**config.mk**
```make
export PLATFORM = sky130hd
export DESIGN_NAME = collision_neighbor_priority_table_top
export DESIGN_NICKNAME = d
export VERILOG_FILES = /design/src/design/cnpt_pkg.sv /design/src/design/cnpt_ram.sv /design/src/design/cnpt_ctrl.sv /design/src/design/cnpt_dp.sv /design/src/design/collision_neighbor_priority_table_top.sv
export VERILOG_INCLUDE_DIRS = /design/src /design/src/design
export SDC_FILE = /design/constraint.sdc
export NUM_CORES = 2
export LEC_CHECK = 0
export ABC_AREA = 1
export BUFFER_PORTS_ARGS = -buffer_cell sky130_fd_sc_hd__buf_2
export CORE_MARGIN = 8
export CORE_UTILIZATION = 65
export DETAILED_ROUTE_END_ITERATION = 6
export PLACE_DENSITY = 0.82
export SYNTH_ARGS = -nofsm -noshare
export SYNTH_HDL_FRONTEND = slang
export SYNTH_SLANG_ARGS = --single-unit
```
**constraint.sdc**
```tcl
create_clock -name clock -period 15.21 [get_ports clock]
set_clock_uncertainty 0.2 [all_clocks]
set_input_delay 3.042 -clock clock [delete_from_list [all_inputs] [get_ports clock]]
set_output_delay 3.042 -clock clock [all_outputs]
set_load 0.02 [all_outputs]
```
**src/design/collision_neighbor_priority_table_top_defines.svh**
```systemverilog
// Assertion macros for the neighbor priority table RTL.
// Needs signals named clock and reset in the module that uses them.
`ifndef COLLISION_NEIGHBOR_PRIORITY_TABLE_TOP_DEFINES_SVH
`define COLLISION_NEIGHBOR_PRIORITY_TABLE_TOP_DEFINES_SVH

// same-cycle implication
`define CNPT_ASSERT_IMP(lbl, ante, cons, msg) \
   lbl: assert property (@(posedge clock) disable iff (reset) (ante) |-> (cons)) \
      else $error(msg);

// next-cycle implication
`define CNPT_ASSERT_NEXT(lbl, ante, cons, msg) \
   lbl: assert property (@(posedge clock) disable iff (reset) (ante) |=> (cons)) \
      else $error(msg);

`endif

```
**src/design/cnpt_pkg.sv**
```systemverilog
// Shared constants, command codes and controller/datapath structs
// for the neighbor priority table. No dependencies.
package cnpt_pkg;

   localparam int ID_W     = 16;
   localparam int MASS_W   = 16;
   localparam int AREA_W   = 32;
   localparam int CMD_W    = 3;
   localparam int STATUS_W = 2;

   localparam int NEIGHBOUR_DEPTH_DEF = 16;
   localparam int MET_DEPTH_DEF       = 16;
   localparam int COORD_BITS_DEF      = 16;

   localparam logic [CMD_W-1:0] CMD_CLEAR  = 3'd0;
   localparam logic [CMD_W-1:0] CMD_LOAD   = 3'd1;
   localparam logic [CMD_W-1:0] CMD_MET    = 3'd2;
   localparam logic [CMD_W-1:0] CMD_UPDATE = 3'd3;
   localparam logic [CMD_W-1:0] CMD_PICK   = 3'd4;

   localparam logic [STATUS_W-1:0] STATUS_OK       = 2'd0;
   localparam logic [STATUS_W-1:0] STATUS_NB_FULL  = 2'd1;
   localparam logic [STATUS_W-1:0] STATUS_MET_FULL = 2'd2;

   typedef struct packed {
      logic capture;
      logic do_clear;
      logic do_load;
      logic do_met;
      logic upd_init;
      logic pick_init;
      logic ent_rd;
      logic geo;
      logic mul;
      logic upd_eval;
      logic pick_eval;
      logic upd_fin;
      logic met_init;
      logic met_rd;
      logic met_cmp;
      logic pick_take;
      logic rm_init;
      logic rm_rd;
      logic rm_wr;
      logic rm_fin;
      logic rsp_load;
   } cnpt_cmd_type;

   typedef struct packed {
      logic [CMD_W-1:0] req_cmd;
      logic             scan_end;
      logic             met_end;
      logic             rm_end;
      logic             nb_empty;
      logic             picked;
      logic             rsp_busy;
   } cnpt_sts_type;

endpackage

```
**src/design/cnpt_ram.sv**
```systemverilog
// Generic single-write, single-read RAM with registered read data.
// No dependencies.
module cnpt_ram #(
   parameter int WIDTH = 16,
   parameter int DEPTH = 16
) (
   input  logic                     clock,
   input  logic                     wr_en,
   input  logic [$clog2(DEPTH)-1:0] wr_addr,
   input  logic [WIDTH-1:0]         wr_data,
   input  logic                     rd_en,
   input  logic [$clog2(DEPTH)-1:0] rd_addr,
   output logic [WIDTH-1:0]         rd_data
);

   logic [WIDTH-1:0] mem_ff [DEPTH];
   logic [WIDTH-1:0] rd_data_ff;

   always_ff @(posedge clock) begin
      if (wr_en) begin
         mem_ff[wr_addr] <= wr_data;
      end
      if (rd_en) begin
         rd_data_ff <= mem_ff[rd_addr];
      end
   end

   assign rd_data = rd_data_ff;

endmodule

```
**src/design/cnpt_ctrl.sv**
```systemverilog
// Sequencer for the neighbor priority table: steps the datapath through
// each command. Depends on cnpt_pkg.
module cnpt_ctrl
   import cnpt_pkg::*;
(
   input  logic         clock,
   input  logic         reset,
   input  logic         req_valid,
   output logic         req_stall,
   input  cnpt_sts_type sts,
   output cnpt_cmd_type cmd
);

   typedef enum logic [4:0] {
      S_IDLE, S_EXEC,
      S_U_CHK, S_U_GEO, S_U_MUL, S_U_EVAL,
      S_P_CHK, S_P_GEO, S_P_MUL, S_P_EVAL,
      S_M_CHK, S_M_CMP, S_TAKE,
      S_R_CHK, S_R_WR, S_P_NEXT,
      S_FIN
   } state_type;

   state_type state_ff, state_in;

   always_comb begin
      cmd      = '0;
      state_in = state_ff;
      unique case (state_ff)
         S_IDLE: begin
            if (req_valid) begin
               cmd.capture = 1'b1;
               state_in    = S_EXEC;
            end
         end
         S_EXEC: begin
            state_in = S_FIN;
            unique case (sts.req_cmd)
               CMD_CLEAR:  cmd.do_clear = 1'b1;
               CMD_LOAD:   cmd.do_load  = 1'b1;
               CMD_MET:    cmd.do_met   = 1'b1;
               CMD_UPDATE: begin
                  cmd.upd_init = 1'b1;
                  state_in     = S_U_CHK;
               end
               CMD_PICK: begin
                  if (!sts.nb_empty) begin
                     cmd.pick_init = 1'b1;
                     state_in      = S_P_CHK;
                  end
               end
               default: state_in = S_FIN;
            endcase
         end
         S_U_CHK: begin
            if (sts.scan_end) begin
               cmd.upd_fin = 1'b1;
               state_in    = S_FIN;
            end else begin
               cmd.ent_rd = 1'b1;
               state_in   = S_U_GEO;
            end
         end
         S_U_GEO: begin
            cmd.geo  = 1'b1;
            state_in = S_U_MUL;
         end
         S_U_MUL: begin
            cmd.mul  = 1'b1;
            state_in = S_U_EVAL;
         end
         S_U_EVAL: begin
            cmd.upd_eval = 1'b1;
            state_in     = S_U_CHK;
         end
         S_P_CHK: begin
            if (sts.scan_end) begin
               cmd.met_init = 1'b1;
               state_in     = S_M_CHK;
            end else begin
               cmd.ent_rd = 1'b1;
               state_in   = S_P_GEO;
            end
         end
         S_P_GEO: begin
            cmd.geo  = 1'b1;
            state_in = S_P_MUL;
         end
         S_P_MUL: begin
            cmd.mul  = 1'b1;
            state_in = S_P_EVAL;
         end
         S_P_EVAL: begin
            cmd.pick_eval = 1'b1;
            state_in      = S_P_CHK;
         end
         S_M_CHK: begin
            if (sts.met_end) begin
               state_in = S_TAKE;
            end else begin
               cmd.met_rd = 1'b1;
               state_in   = S_M_CMP;
            end
         end
         S_M_CMP: begin
            cmd.met_cmp = 1'b1;
            state_in    = S_M_CHK;
         end
         S_TAKE: begin
            cmd.pick_take = 1'b1;
            cmd.rm_init   = 1'b1;
            state_in      = S_R_CHK;
         end
         S_R_CHK: begin
            if (sts.rm_end) begin
               cmd.rm_fin = 1'b1;
               state_in   = S_P_NEXT;
            end else begin
               cmd.rm_rd = 1'b1;
               state_in  = S_R_WR;
            end
         end
         S_R_WR: begin
            cmd.rm_wr = 1'b1;
            state_in  = S_R_CHK;
         end
         S_P_NEXT: begin
            if (sts.picked || sts.nb_empty) begin
               state_in = S_FIN;
            end else begin
               cmd.pick_init = 1'b1;
               state_in      = S_P_CHK;
            end
         end
         S_FIN: begin
            if (!sts.rsp_busy) begin
               cmd.rsp_load = 1'b1;
               state_in     = S_IDLE;
            end
         end
         default: state_in = S_IDLE;
      endcase
   end

   always_ff @(posedge clock) begin
      if (reset) begin
         state_ff <= S_IDLE;
      end else begin
         state_ff <= state_in;
      end
   end

   assign req_stall = (state_ff != S_IDLE);

endmodule

```
**src/design/cnpt_dp.sv**
```systemverilog
// Datapath of the neighbor priority table: request and result registers,
// counters, overlap area unit, both RAMs. Depends on cnpt_pkg, cnpt_ram.
`include "collision_neighbor_priority_table_top_defines.svh"
module cnpt_dp
   import cnpt_pkg::*;
#(
   parameter int NEIGHBOUR_DEPTH = NEIGHBOUR_DEPTH_DEF,
   parameter int MET_DEPTH       = MET_DEPTH_DEF,
   parameter int COORD_BITS      = COORD_BITS_DEF
) (
   input  logic                         clock,
   input  logic                         reset,
   input  cnpt_cmd_type                 cmd,
   output cnpt_sts_type                 sts,
   input  logic [CMD_W-1:0]             req_command,
   input  logic [ID_W-1:0]              req_item_id,
   input  logic [MASS_W-1:0]            req_mass,
   input  logic signed [COORD_BITS-1:0] req_box_left,
   input  logic signed [COORD_BITS-1:0] req_box_bottom,
   input  logic signed [COORD_BITS-1:0] req_box_right,
   input  logic signed [COORD_BITS-1:0] req_box_top,
   output logic                         rsp_valid,
   input  logic                         rsp_stall,
   output logic [ID_W-1:0]              rsp_picked_id,
   output logic                         rsp_picked_valid,
   output logic [MASS_W-1:0]            rsp_best_mass,
   output logic [AREA_W-1:0]            rsp_best_area,
   output logic                         rsp_any_left,
   output logic [STATUS_W-1:0]          rsp_status
);

   localparam int NB_AW  = $clog2(NEIGHBOUR_DEPTH);
   localparam int NB_CW  = $clog2(NEIGHBOUR_DEPTH + 1);
   localparam int MET_AW = $clog2(MET_DEPTH);
   localparam int MET_CW = $clog2(MET_DEPTH + 1);
   localparam int CB     = COORD_BITS;
   localparam int ENT_W  = ID_W + MASS_W + 4 * CB;
   localparam int PROD_W = 2 * CB;

   // request
   logic [CMD_W-1:0]     req_cmd_ff;
   logic [ID_W-1:0]      req_id_ff;
   logic [MASS_W-1:0]    req_mass_ff;
   logic signed [CB-1:0] own_l_ff, own_b_ff, own_r_ff, own_t_ff;

   // table control
   logic [NB_CW-1:0]  nb_count_ff, idx_ff, keep_ff, scan_best_ff;
   logic [MET_CW-1:0] met_count_ff, met_idx_ff;
   logic              found_ff;

   // area unit
   logic [CB-1:0]     w_ff, h_ff, w_in, h_in;
   logic              ovl_zero_ff, ovl_zero_in;
   logic [AREA_W-1:0] area_ff, area_in;

   // results
   logic [MASS_W-1:0]   best_mass_ff, scan_mass_ff;
   logic [AREA_W-1:0]   best_area_ff, scan_area_ff;
   logic [ID_W-1:0]     scan_id_ff, picked_id_ff;
   logic                picked_valid_ff;
   logic [STATUS_W-1:0] status_ff;

   logic                rsp_valid_ff, rsp_picked_valid_ff, rsp_any_left_ff;
   logic [ID_W-1:0]     rsp_picked_id_ff;
   logic [MASS_W-1:0]   rsp_best_mass_ff;
   logic [AREA_W-1:0]   rsp_best_area_ff;
   logic [STATUS_W-1:0] rsp_status_ff;

   // RAM ports
   logic              nb_wr_en;
   logic [NB_AW-1:0]  nb_wr_addr, nb_rd_addr;
   logic [ENT_W-1:0]  nb_wr_data, nb_rdata;
   logic              met_wr_en;
   logic [ID_W-1:0]   met_rdata;

   logic nb_full, met_full, area_nz, better, rsp_busy;
   logic [NB_CW-1:0] idx_next;

   logic [ID_W-1:0]      ent_id;
   logic [MASS_W-1:0]    ent_mass;
   logic signed [CB-1:0] ent_l, ent_b, ent_r, ent_t;
   logic signed [CB-1:0] lo_x, hi_x, lo_y, hi_y;
   logic signed [CB:0]   dx, dy;
   logic [PROD_W-1:0]    prod;
   logic [63:0]          prod_ext;

   assign ent_id   = nb_rdata[ENT_W-1 -: ID_W];
   assign ent_mass = nb_rdata[ENT_W-ID_W-1 -: MASS_W];
   assign ent_l    = nb_rdata[4*CB-1 -: CB];
   assign ent_b    = nb_rdata[3*CB-1 -: CB];
   assign ent_r    = nb_rdata[2*CB-1 -: CB];
   assign ent_t    = nb_rdata[CB-1:0];

   // overlap extents, then width and height
   always_comb begin
      lo_x = (ent_l > own_l_ff) ? ent_l : own_l_ff;
      hi_x = (ent_r < own_r_ff) ? ent_r : own_r_ff;
      lo_y = (ent_b > own_b_ff) ? ent_b : own_b_ff;
      hi_y = (ent_t < own_t_ff) ? ent_t : own_t_ff;
      dx   = {hi_x[CB-1], hi_x} - {lo_x[CB-1], lo_x};
      dy   = {hi_y[CB-1], hi_y} - {lo_y[CB-1], lo_y};
      ovl_zero_in = dx[CB] || (dx == '0) || dy[CB] || (dy == '0);
      w_in = dx[CB-1:0];
      h_in = dy[CB-1:0];
   end

   // product saturates at the area width
   assign prod     = PROD_W'(w_ff) * PROD_W'(h_ff);
   assign prod_ext = 64'(prod);
   assign area_in  = ovl_zero_ff ? '0 :
                     ((|prod_ext[63:AREA_W]) ? '1 : prod_ext[AREA_W-1:0]);

   assign nb_full  = (nb_count_ff == NB_CW'(NEIGHBOUR_DEPTH));
   assign met_full = (met_count_ff == MET_CW'(MET_DEPTH));
   assign area_nz  = (area_ff != '0);
   assign idx_next = idx_ff + 1'b1;
   assign better   = (idx_ff == '0) || (ent_mass > scan_mass_ff) ||
                     ((ent_mass == scan_mass_ff) && (area_ff > scan_area_ff));
   assign rsp_busy = rsp_valid_ff && rsp_stall;

   always_comb begin
      nb_wr_en   = 1'b0;
      nb_wr_addr = idx_ff[NB_AW-1:0];
      nb_wr_data = nb_rdata;
      priority if (cmd.do_load) begin
         nb_wr_en   = !nb_full;
         nb_wr_addr = nb_count_ff[NB_AW-1:0];
         nb_wr_data = {req_id_ff, req_mass_ff, own_l_ff, own_b_ff, own_r_ff, own_t_ff};
      end else if (cmd.upd_eval) begin
         nb_wr_en   = area_nz;
         nb_wr_addr = keep_ff[NB_AW-1:0];
      end else if (cmd.rm_wr) begin
         nb_wr_en   = 1'b1;
      end
   end

   assign nb_rd_addr = cmd.rm_rd ? idx_next[NB_AW-1:0] : idx_ff[NB_AW-1:0];
   assign met_wr_en  = cmd.do_met && !met_full;

   cnpt_ram #(.WIDTH(ENT_W), .DEPTH(NEIGHBOUR_DEPTH)) u_nb_ram (
      .clock   (clock),
      .wr_en   (nb_wr_en),
      .wr_addr (nb_wr_addr),
      .wr_data (nb_wr_data),
      .rd_en   (cmd.ent_rd || cmd.rm_rd),
      .rd_addr (nb_rd_addr),
      .rd_data (nb_rdata)
   );

   cnpt_ram #(.WIDTH(ID_W), .DEPTH(MET_DEPTH)) u_met_ram (
      .clock   (clock),
      .wr_en   (met_wr_en),
      .wr_addr (met_count_ff[MET_AW-1:0]),
      .wr_data (req_id_ff),
      .rd_en   (cmd.met_rd),
      .rd_addr (met_idx_ff[MET_AW-1:0]),
      .rd_data (met_rdata)
   );

   // control state and architectural registers
   always_ff @(posedge clock) begin
      if (reset) begin
         nb_count_ff  <= '0;
         met_count_ff <= '0;
         best_mass_ff <= '0;
         best_area_ff <= '0;
         rsp_valid_ff <= 1'b0;
      end else begin
         priority if (cmd.do_clear) begin
            nb_count_ff  <= '0;
            met_count_ff <= '0;
            best_mass_ff <= '0;
            best_area_ff <= '0;
         end else if (cmd.do_load) begin
            if (!nb_full) nb_count_ff <= nb_count_ff + 1'b1;
         end else if (cmd.do_met) begin
            if (!met_full) met_count_ff <= met_count_ff + 1'b1;
         end else if (cmd.upd_init) begin
            best_mass_ff <= '0;
            best_area_ff <= '0;
         end else if (cmd.upd_eval) begin
            if (area_nz) begin
               if (ent_mass > best_mass_ff) begin
                  best_mass_ff <= ent_mass;
                  best_area_ff <= area_ff;
               end else if ((ent_mass == best_mass_ff) && (area_ff > best_area_ff)) begin
                  best_area_ff <= area_ff;
               end
            end
         end else if (cmd.upd_fin) begin
            nb_count_ff <= keep_ff;
         end else if (cmd.rm_fin) begin
            nb_count_ff <= nb_count_ff - 1'b1;
         end
         if (cmd.rsp_load) begin
            rsp_valid_ff <= 1'b1;
         end else if (rsp_valid_ff && !rsp_stall) begin
            rsp_valid_ff <= 1'b0;
         end
      end
   end

   // working registers, no reset needed
   always_ff @(posedge clock) begin
      if (cmd.capture) begin
         req_cmd_ff      <= req_command;
         req_id_ff       <= req_item_id;
         req_mass_ff     <= req_mass;
         own_l_ff        <= req_box_left;
         own_b_ff        <= req_box_bottom;
         own_r_ff        <= req_box_right;
         own_t_ff        <= req_box_top;
         picked_id_ff    <= '0;
         picked_valid_ff <= 1'b0;
         status_ff       <= STATUS_OK;
      end
      if (cmd.do_load && nb_full)  status_ff <= STATUS_NB_FULL;
      if (cmd.do_met && met_full)  status_ff <= STATUS_MET_FULL;
      if (cmd.upd_init) begin
         idx_ff  <= '0;
         keep_ff <= '0;
      end
      if (cmd.pick_init) idx_ff <= '0;
      if (cmd.geo) begin
         w_ff        <= w_in;
         h_ff        <= h_in;
         ovl_zero_ff <= ovl_zero_in;
      end
      if (cmd.mul) area_ff <= area_in;
      if (cmd.upd_eval) begin
         idx_ff <= idx_next;
         if (area_nz) keep_ff <= keep_ff + 1'b1;
      end
      if (cmd.pick_eval) begin
         idx_ff <= idx_next;
         if (better) begin
            scan_best_ff <= idx_ff;
            scan_mass_ff <= ent_mass;
            scan_area_ff <= area_ff;
            scan_id_ff   <= ent_id;
         end
      end
      if (cmd.met_init) begin
         met_idx_ff <= '0;
         found_ff   <= 1'b0;
      end
      if (cmd.met_cmp) begin
         met_idx_ff <= met_idx_ff + 1'b1;
         if (met_rdata == scan_id_ff) found_ff <= 1'b1;
      end
      if (cmd.pick_take && !found_ff) begin
         picked_id_ff    <= scan_id_ff;
         picked_valid_ff <= 1'b1;
      end
      if (cmd.rm_init) idx_ff <= scan_best_ff;
      if (cmd.rm_wr)   idx_ff <= idx_next;
      if (cmd.rsp_load) begin
         rsp_picked_id_ff    <= picked_id_ff;
         rsp_picked_valid_ff <= picked_valid_ff;
         rsp_best_mass_ff    <= best_mass_ff;
         rsp_best_area_ff    <= best_area_ff;
         rsp_any_left_ff     <= (nb_count_ff != '0);
         rsp_status_ff       <= status_ff;
      end
   end

   always_comb begin
      sts.req_cmd  = req_cmd_ff;
      sts.scan_end = (idx_ff >= nb_count_ff);
      sts.met_end  = found_ff || (met_idx_ff >= met_count_ff);
      sts.rm_end   = ({1'b0, idx_ff} + 1'b1) >= {1'b0, nb_count_ff};
      sts.nb_empty = (nb_count_ff == '0);
      sts.picked   = picked_valid_ff;
      sts.rsp_busy = rsp_busy;
   end

   assign rsp_valid        = rsp_valid_ff;
   assign rsp_picked_id    = rsp_picked_id_ff;
   assign rsp_picked_valid = rsp_picked_valid_ff;
   assign rsp_best_mass    = rsp_best_mass_ff;
   assign rsp_best_area    = rsp_best_area_ff;
   assign rsp_any_left     = rsp_any_left_ff;
   assign rsp_status       = rsp_status_ff;

   `CNPT_ASSERT_NEXT(a_load_grows, cmd.do_load && !nb_full, nb_count_ff == NB_CW'($past(nb_count_ff) + 1'b1), "load did not append")
   `CNPT_ASSERT_IMP(a_compact_order, cmd.upd_eval, keep_ff <= idx_ff, "compaction wrote ahead of scan")
   `CNPT_ASSERT_IMP(a_rsp_no_overwrite, cmd.rsp_load, !rsp_busy, "result overwritten while stalled")

endmodule

```
**src/design/collision_neighbor_priority_table_top.sv**
```systemverilog
// Top level of the collision neighbor priority table.
// Depends on cnpt_pkg, cnpt_ctrl, cnpt_dp (and through it cnpt_ram).

// One item in, one result item out, one command at a time. Clear, load and
// mark met step through idle, execute and result load. Update reads each
// stored neighbor from the neighbor RAM, forms its overlap box, multiplies
// the area out and saturates it, then keeps the entry (written back at its
// compacted slot) or drops it. Pick runs passes until an entry not yet met
// is found or the table runs empty: each pass scans all entries for the
// best, checks its id against the met ids, and shifts entries down to
// close the removed slot. Entries are handled one after another over the
// one read port of the neighbor RAM and the shared area unit. After the
// last pass the result is loaded into the output register. A new item is
// taken as soon as the sequencer is back in idle, while the previous result
// may still sit in the output register; a finished command waits in its
// last step while an older result is still stalled. No clearing pass after
// reset: only slots below the fill counts are ever read.
module collision_neighbor_priority_table_top
   import cnpt_pkg::*;
#(
   parameter int NEIGHBOUR_DEPTH = NEIGHBOUR_DEPTH_DEF,
   parameter int MET_DEPTH       = MET_DEPTH_DEF,
   parameter int COORD_BITS      = COORD_BITS_DEF
) (
   input  logic                         clock,
   input  logic                         reset,
   input  logic                         req_valid,
   output logic                         req_stall,
   input  logic [CMD_W-1:0]             req_command,
   input  logic [ID_W-1:0]              req_item_id,
   input  logic [MASS_W-1:0]            req_mass,
   input  logic signed [COORD_BITS-1:0] req_box_left,
   input  logic signed [COORD_BITS-1:0] req_box_bottom,
   input  logic signed [COORD_BITS-1:0] req_box_right,
   input  logic signed [COORD_BITS-1:0] req_box_top,
   output logic                         rsp_valid,
   input  logic                         rsp_stall,
   output logic [ID_W-1:0]              rsp_picked_id,
   output logic                         rsp_picked_valid,
   output logic [MASS_W-1:0]            rsp_best_mass,
   output logic [AREA_W-1:0]            rsp_best_area,
   output logic                         rsp_any_left,
   output logic [STATUS_W-1:0]          rsp_status
);

   cnpt_cmd_type cmd;
   cnpt_sts_type sts;

   // sequencer: walks each command through its steps
   cnpt_ctrl u_ctrl (
      .clock     (clock),
      .reset     (reset),
      .req_valid (req_valid),
      .req_stall (req_stall),
      .sts       (sts),
      .cmd       (cmd)
   );

   // datapath: tables, area unit, best tracking, result register
   cnpt_dp #(
      .NEIGHBOUR_DEPTH (NEIGHBOUR_DEPTH),
      .MET_DEPTH       (MET_DEPTH),
      .COORD_BITS      (COORD_BITS)
   ) u_dp (
      .clock            (clock),
      .reset            (reset),
      .cmd              (cmd),
      .sts              (sts),
      .req_command      (req_command),
      .req_item_id      (req_item_id),
      .req_mass         (req_mass),
      .req_box_left     (req_box_left),
      .req_box_bottom   (req_box_bottom),
      .req_box_right    (req_box_right),
      .req_box_top      (req_box_top),
      .rsp_valid        (rsp_valid),
      .rsp_stall        (rsp_stall),
      .rsp_picked_id    (rsp_picked_id),
      .rsp_picked_valid (rsp_picked_valid),
      .rsp_best_mass    (rsp_best_mass),
      .rsp_best_area    (rsp_best_area),
      .rsp_any_left     (rsp_any_left),
      .rsp_status       (rsp_status)
   );

endmodule
```
# After elaboration in Yosys (flattened, before gate mapping)

Memories as Yosys holds them, arrays and structs flattened. A register that Yosys moved wholly into a read port is not among the register bits.
Index checks and enable logic that the tools add are counted.

Logic and storage cells: 233
Latch bits: 0
Memories: 2
Bits in writable memories: 1792
ROM bits: 0
Bits in registers: 400

Add/sub/neg operators: 9
Multiply operators: 1
Reduce and logical (&&, ||, !) cells: 50
Multiplexer cells: 92
Div/mod/pow operators: 0
Equality and inequality tests: 31
Bitwise logic cells: 3
Magnitude comparators: 11
Shift operators: 0

Memory list:

| memory                | depth | bits a word | rd ports | clocked after Yosys merged registers in | write ports | line           | text |
|---|---|---|---|---|---|---|---|
| u_dp.u_nb_ram.mem_ff  | 16    | 96          | 1        | 1                                       | 1           | cnpt_ram.sv:16 | `logic [WIDTH-1:0] mem_ff [DEPTH];` |
| u_dp.u_met_ram.mem_ff | 16    | 16          | 1        | 1                                       | 1           | cnpt_ram.sv:16 |  |

Operators by type and width:

| cell                                                | count |
|---|---|
| two-way mux 16 bit                                  | 10 |
| two-way mux 32 bit                                  | 5 |
| two-way mux 5 bit                                   | 23 |
| two-way mux 96 bit                                  | 1 |
| one-hot mux 5 bit (16 select lines)                 | 1 |
| greater-than comparator 16 bit                      | 4 |
| greater-than comparator 32 bit                      | 2 |
| equality test 16 bit                                | 3 |
| two-way mux 1 bit                                   | 41 |
| equality test 5 x 4 -> 1 bit, second input constant | 8 |
| logical NOT 17 bit                                  | 2 |
| subtractor 16 x 16 -> 17 bit                        | 2 |
| less-than comparator 16 bit                         | 2 |
| multiplier 16 x 16 -> 32 bit                        | 1 |
| nonzero test 32 bit                                 | 1 |
| adder 5 x 1 -> 5 bit, second input constant         | 5 |
| equality test 5 x 3 -> 1 bit, second input constant | 4 |
| two-way mux 4 bit                                   | 5 |
| equality test 5 bit, second input constant          | 3 |
| logical NOT 5 bit                                   | 3 |
| AND reduction 5 bit                                 | 3 |
| nonzero test 2 bit                                  | 7 |
| equality test 5 x 2 -> 1 bit, second input constant | 2 |
| greater-or-equal comparator 5 bit                   | 2 |
| 24 further kinds                                    | 57 |

# Longest topological paths before layout

Depth in word-level cells: 10
Gate-level depth with buffers: 30
Gate-level depth less buffers: 29

# Cells and area by module

A second synthesis with hierarchy kept.

Cell total of the unflattened synthesis: 11313
Area, all modules: 112271.4 um^2

By module, submodules not included:

| module                    | instances | sequential area each (um^2) | cells an instance | area an instance (um^2) |
|---|---|---|---|---|
| cnpt_ram (u_dp.u_nb_ram)  | 1         | 49007.0                     | 6302              | 68604.5 |
| cnpt_dp                   | 1         | 11180.7                     | 3818              | 31510.2 |
| cnpt_ram (u_dp.u_met_ram) | 1         | 8167.8                      | 1074              | 11541.1 |
| cnpt_ctrl                 | 1         | 100.1                       | 119               | 615.6 |

# Worst setup path after synthesis

OpenSTA, ideal clock, no wires.

Kind: input to register
Start: input req_valid
End: register u_dp.picked_id_ff[0] (enable)
Setup time: 374 ps
Arrival: 8254 ps
Stages: 4
Path slack: 6383 ps
Data required time: 14636 ps
Path through: inv_1 nor2_1 inv_1 nand2_1

RTL lines:

| item                 | line                                        | text |
|---|---|---|
| start, declared      | collision_neighbor_priority_table_top.sv:27 | `input logic req_valid,` |
| end signal, assigned | cnpt_dp.sv:252                              | `picked_id_ff <= scan_id_ff;` |
| end, declared        | cnpt_dp.sv:59                               | `logic [ID_W-1:0] scan_id_ff, picked_id_ff;` |

# Final worst setup path

Start: register u_dp.h_ff[8]
End: register u_dp.area_ff[25], data pin

Word-level cells in the longest chain between the ends: 1

RTL lines:

| item                         | line           | text |
|---|---|---|
| start, declared              | cnpt_dp.sv:52  | `logic [CB-1:0] w_ff, h_ff, w_in, h_in;` |
| start signal, assigned       | cnpt_dp.sv:226 | `h_ff <= h_in;` |
| multiplier 16 x 16 -> 32 bit | cnpt_dp.sv:108 | `assign prod = PROD_W'(w_ff) * PROD_W'(h_ff);` |
| end signal, assigned         | cnpt_dp.sv:229 | `if (cmd.mul) area_ff <= area_in;` |
| end, declared                | cnpt_dp.sv:54  | `logic [AREA_W-1:0] area_ff, area_in;` |

No other way between the ends.
A chain may end at the register's enable or synchronous reset.

==> results_dict.tcl <==
set metrics [dict create \
    status "complete, but fails checks" \
    violations "DRC" \
    powerDensity_nw_per_um2 115.6 \
    peakVddDrop_mv 0.1471 \
    worstReg2RegEnd "u_dp.area_ff[25]" \
    leakagePower_nw 53.05 \
    gp_congestion 0.9156 \
    hp-class "register to register" \
    met2_usage_pct 50.85 \
    synth_warnings 0 \
    gr-total-overflow 0 \
    cts_root_buf "clkbuf_16" \
    hold_buffers 0 \
    final_layout_size_suffix_gt1_share_pct 6.241 \
    fin_crit_sh_pct 40.61 \
    timing.critical_path.slowest_stage_cell "edfxtp_1" \
    vias_per_cell 5.961 \
    setup-violations-final 0 \
    final_area_um2 121700 \
    clk_latency_ns 0.90 \
    dp_hpwl_um 170100 \
    synth_seq_cells 2304 \
    power.total_mw 14.08 \
    path_cells "nand2_1, fa_1, inv_1, fa_1, inv_1, fa_1, inv_1, fa_1, fa_1, inv_1, fa_1, inv_1, ha_1, nand2_1, inv_1, nand2_1, nor3_1, nand4_1, nand3_1, a21oi_1, o21ai_0, a21oi_1" \
    grtUsageMet3_pct 7.006 \
    startpoint "u_dp.h_ff[8]" \
    min_period_ns 6.176 \
    final_common_cell "nand2_1" \
    postCtsSetupBuffers 0 \
    cts_tree "done" \
    crit_arrival_ns 6.58 \
    fmax_mhz 161.9 \
    final_util_pct 71.28 \
    syn_area_um2 111200 \
    nets 11620 \
    core_area_um2 170800 \
    rsz0062_at_grt "no" \
    cts_max_path_buffers 3 \
    drt_iter0_drc 11454 \
    slew_violations 0 \
    async_flop_share_pct 0 \
    die_y_um 429.7 \
    final_cells 13437 \
    first_pass_iters 7 \
    finalHoldViolations 0 \
    tns_ns 0 \
    cts-htree-levels 4 \
    clk_pin_slew_worst_paths_ns 0.07 \
    routedWlPerCell_um 22.47 \
    initial_core_util_pct 65.13 \
    ctsResizeCount 0 \
    row_count 152 \
    dpl_cell_area_um2 114500 \
    dp.cells 13012 \
    portBuffers 172 \
    worst_pin_slew_ns 1.395 \
    synth.avg_cell_area_um2 10.17 \
    reg2reg_from "u_dp.h_ff[8]" \
    die-area_um2 184600 \
    critPathCaptureType "register" \
    maxCapViolations 0 \
    route.vias.total 80103 \
    maxSlewHeadroom_pct 7.028 \
    antenna_found_initial 10 \
    grt_start_max_net_pins 242 \
    grt_pass1_vias 78924 \
    synth_nets 11560 \
    wirelength_um 301900 \
    cts_buffers 221 \
    dp_worst_setup_slack_ns 9.099 \
    ff2ff_setup_slack_ns 9.03 \
    synth_edf_count 2231 \
    final_cell_mix "nand2_1, edfxtp_1, inv_1" \
    yosys_most_used_dff "edfxtp_1" \
    crit_fanout 16 \
    seq_area_frac_synth_pct 61.54 \
    busiest_layer "met2" \
    slowest_delay_ns 0.84 \
    io_pins 173 \
    syn_inst 10942 \
    drc 8 \
    cp-start-kind "register" \
    synth_top_area_share_pct 60.23 \
    die_w_um 429.7 \
    setup_ws_ns 9.034 \
    postRouteAntennaNets 0 \
    reg2reg_depth 22 \
    cp-endpoint "u_dp.area_ff[25]" \
    cts_sinks 2304 \
    area_delta_synth_final_pct 9.447 \
    crit_type "register to register" \
    synth_area_leaders "edfxtp_1, nand2_1, inv_1" \
    cp.required_ns 15.61 \
    grt_util_met1_pct 41.17 \
    hold_ws_ns 0.2180 \
    yosys.area.top_type "edfxtp_1" \
    grt_pass1_wl_um 455500 \
    ys_types 49 \
    grt_usage_pct 31.86 \
]
==> critical path, delay by kind of cell (launching register included) <==
family                   cells  cell delay (ns)
flip-flops                   1             0.84
AND/OR/NAND/NOR              6             0.86
AO/OA/AOI/OAI                3             0.31
adder cells (fa/ha/maj)      7             3.33
buffers and inverters        6             0.34
==> layout make-up <==
cell class / count / area (um^2)
clock buffers: 274 / 5781
flip-flops and latches: 2304 / 68460
inverters: 2181 / 8197
fillers: 11307 / 49040
clock inverters: 147 / 1496
diodes: 4 / 10.01
well taps: 2233 / 2794
multi-input cells: 5954 / 32700
repair buffers: 340 / 2310
==> cells in the mapped netlist, types with 3 or more instances <==
| cell type | number |
|---|---|
| a21boi_0 | 3 |
| a21o_1 | 8 |
| a21oi_1 | 176 |
| a31oi_1 | 7 |
| and2_1 | 5 |
| buf_1 | 26 |
| buf_2 | 216 |
| clkbuf_1 | 258 |
| clkinv_1 | 4 |
| dfxtp_1 | 73 |
| edfxtp_1 | 2231 |
| fa_1 | 196 |
| ha_1 | 319 |
| inv_1 | 2174 |
| inv_2 | 3 |
| mux2i_1 | 24 |
| nand2_1 | 2559 |
| nand3_1 | 1578 |
| nand3b_1 | 117 |
| nand4_1 | 40 |
| nor2_1 | 453 |
| nor3_1 | 33 |
| nor3b_1 | 5 |
| nor4_1 | 5 |
| o211ai_1 | 15 |
| o21a_1 | 10 |
| o21ai_0 | 269 |
| o21bai_1 | 6 |
| o221ai_1 | 25 |
| o32ai_1 | 40 |
| xnor2_1 | 16 |
| xor2_1 | 22 |
==> where the power goes <==
part | leakage, nW | total (mW) | switching (mW) | internal (mW)
combinational | 28.8 | 1.43 | 1.01 | 0.412
clock | 3.53 | 5.50 | 2.41 | 3.09
sequential | 20.7 | 7.15 | 0.0778 | 7.08
==> kinds of logic (layout without fill, tap and decap cells) <==
kind of cell / Yosys count / count (layout) / synth area share (%)
flip-flops: 2304 / 2304 / 61.54
XOR/XNOR: 38 / 38 / 0.2992
AND/OR/NAND/NOR: 4802 / 4802 / 18.57
buffers and inverters: 2684 / 2942 / 9.308
AO/OA/AOI/OAI: 575 / 575 / 2.946
multiplexers: 24 / 24 / 0.2160
other: 0 / 4 / 0
adder cells (fa/ha/maj): 515 / 515 / 7.116
==> state kept, by name, summed over array words and instances, names as in the netlist, 32 cells and up <==
signal	count
u_dp.best_area_ff	32
u_dp.rsp_best_area	32
u_dp.scan_area_ff	32
u_dp.u_met_ram.mem_ff	256
u_dp.u_nb_ram.mem_ff	1536
u_dp.u_nb_ram.rd_data	96
u_dp.area_ff	32
==> routing by layer <==
metal | vias to the layer above | part of all wire (%)
li1 | 35772 | -
met1 | 37821 | 35
met2 | 5433 | 46
met3 | 1071 | 13
met4 | 6 | 5.8
met5 | - | 0.016
==> how the worst min path moves through the flow <==
stage | from | to | slack [ns] | cells after the start
final | u_dp.picked_id_ff[2] | u_dp.rsp_picked_id[2] | 0.22 | 0
after global routing | u_dp.picked_id_ff[0] | u_dp.rsp_picked_id[0] | 0.22 | 0
after CTS | u_dp.picked_id_ff[2] | u_dp.rsp_picked_id[2] | 0.22 | 0
after detailed placement | u_dp.picked_id_ff[2] | u_dp.rsp_picked_id[2] | 0.20 | 0
after global placement | u_dp.picked_id_ff[13] | u_dp.rsp_picked_id[13] | 0.20 | 0
after floorplan | u_dp.picked_id_ff[0] | u_dp.rsp_picked_id[0] | 0.20 | 0
(Power assumes the default switching activity.)
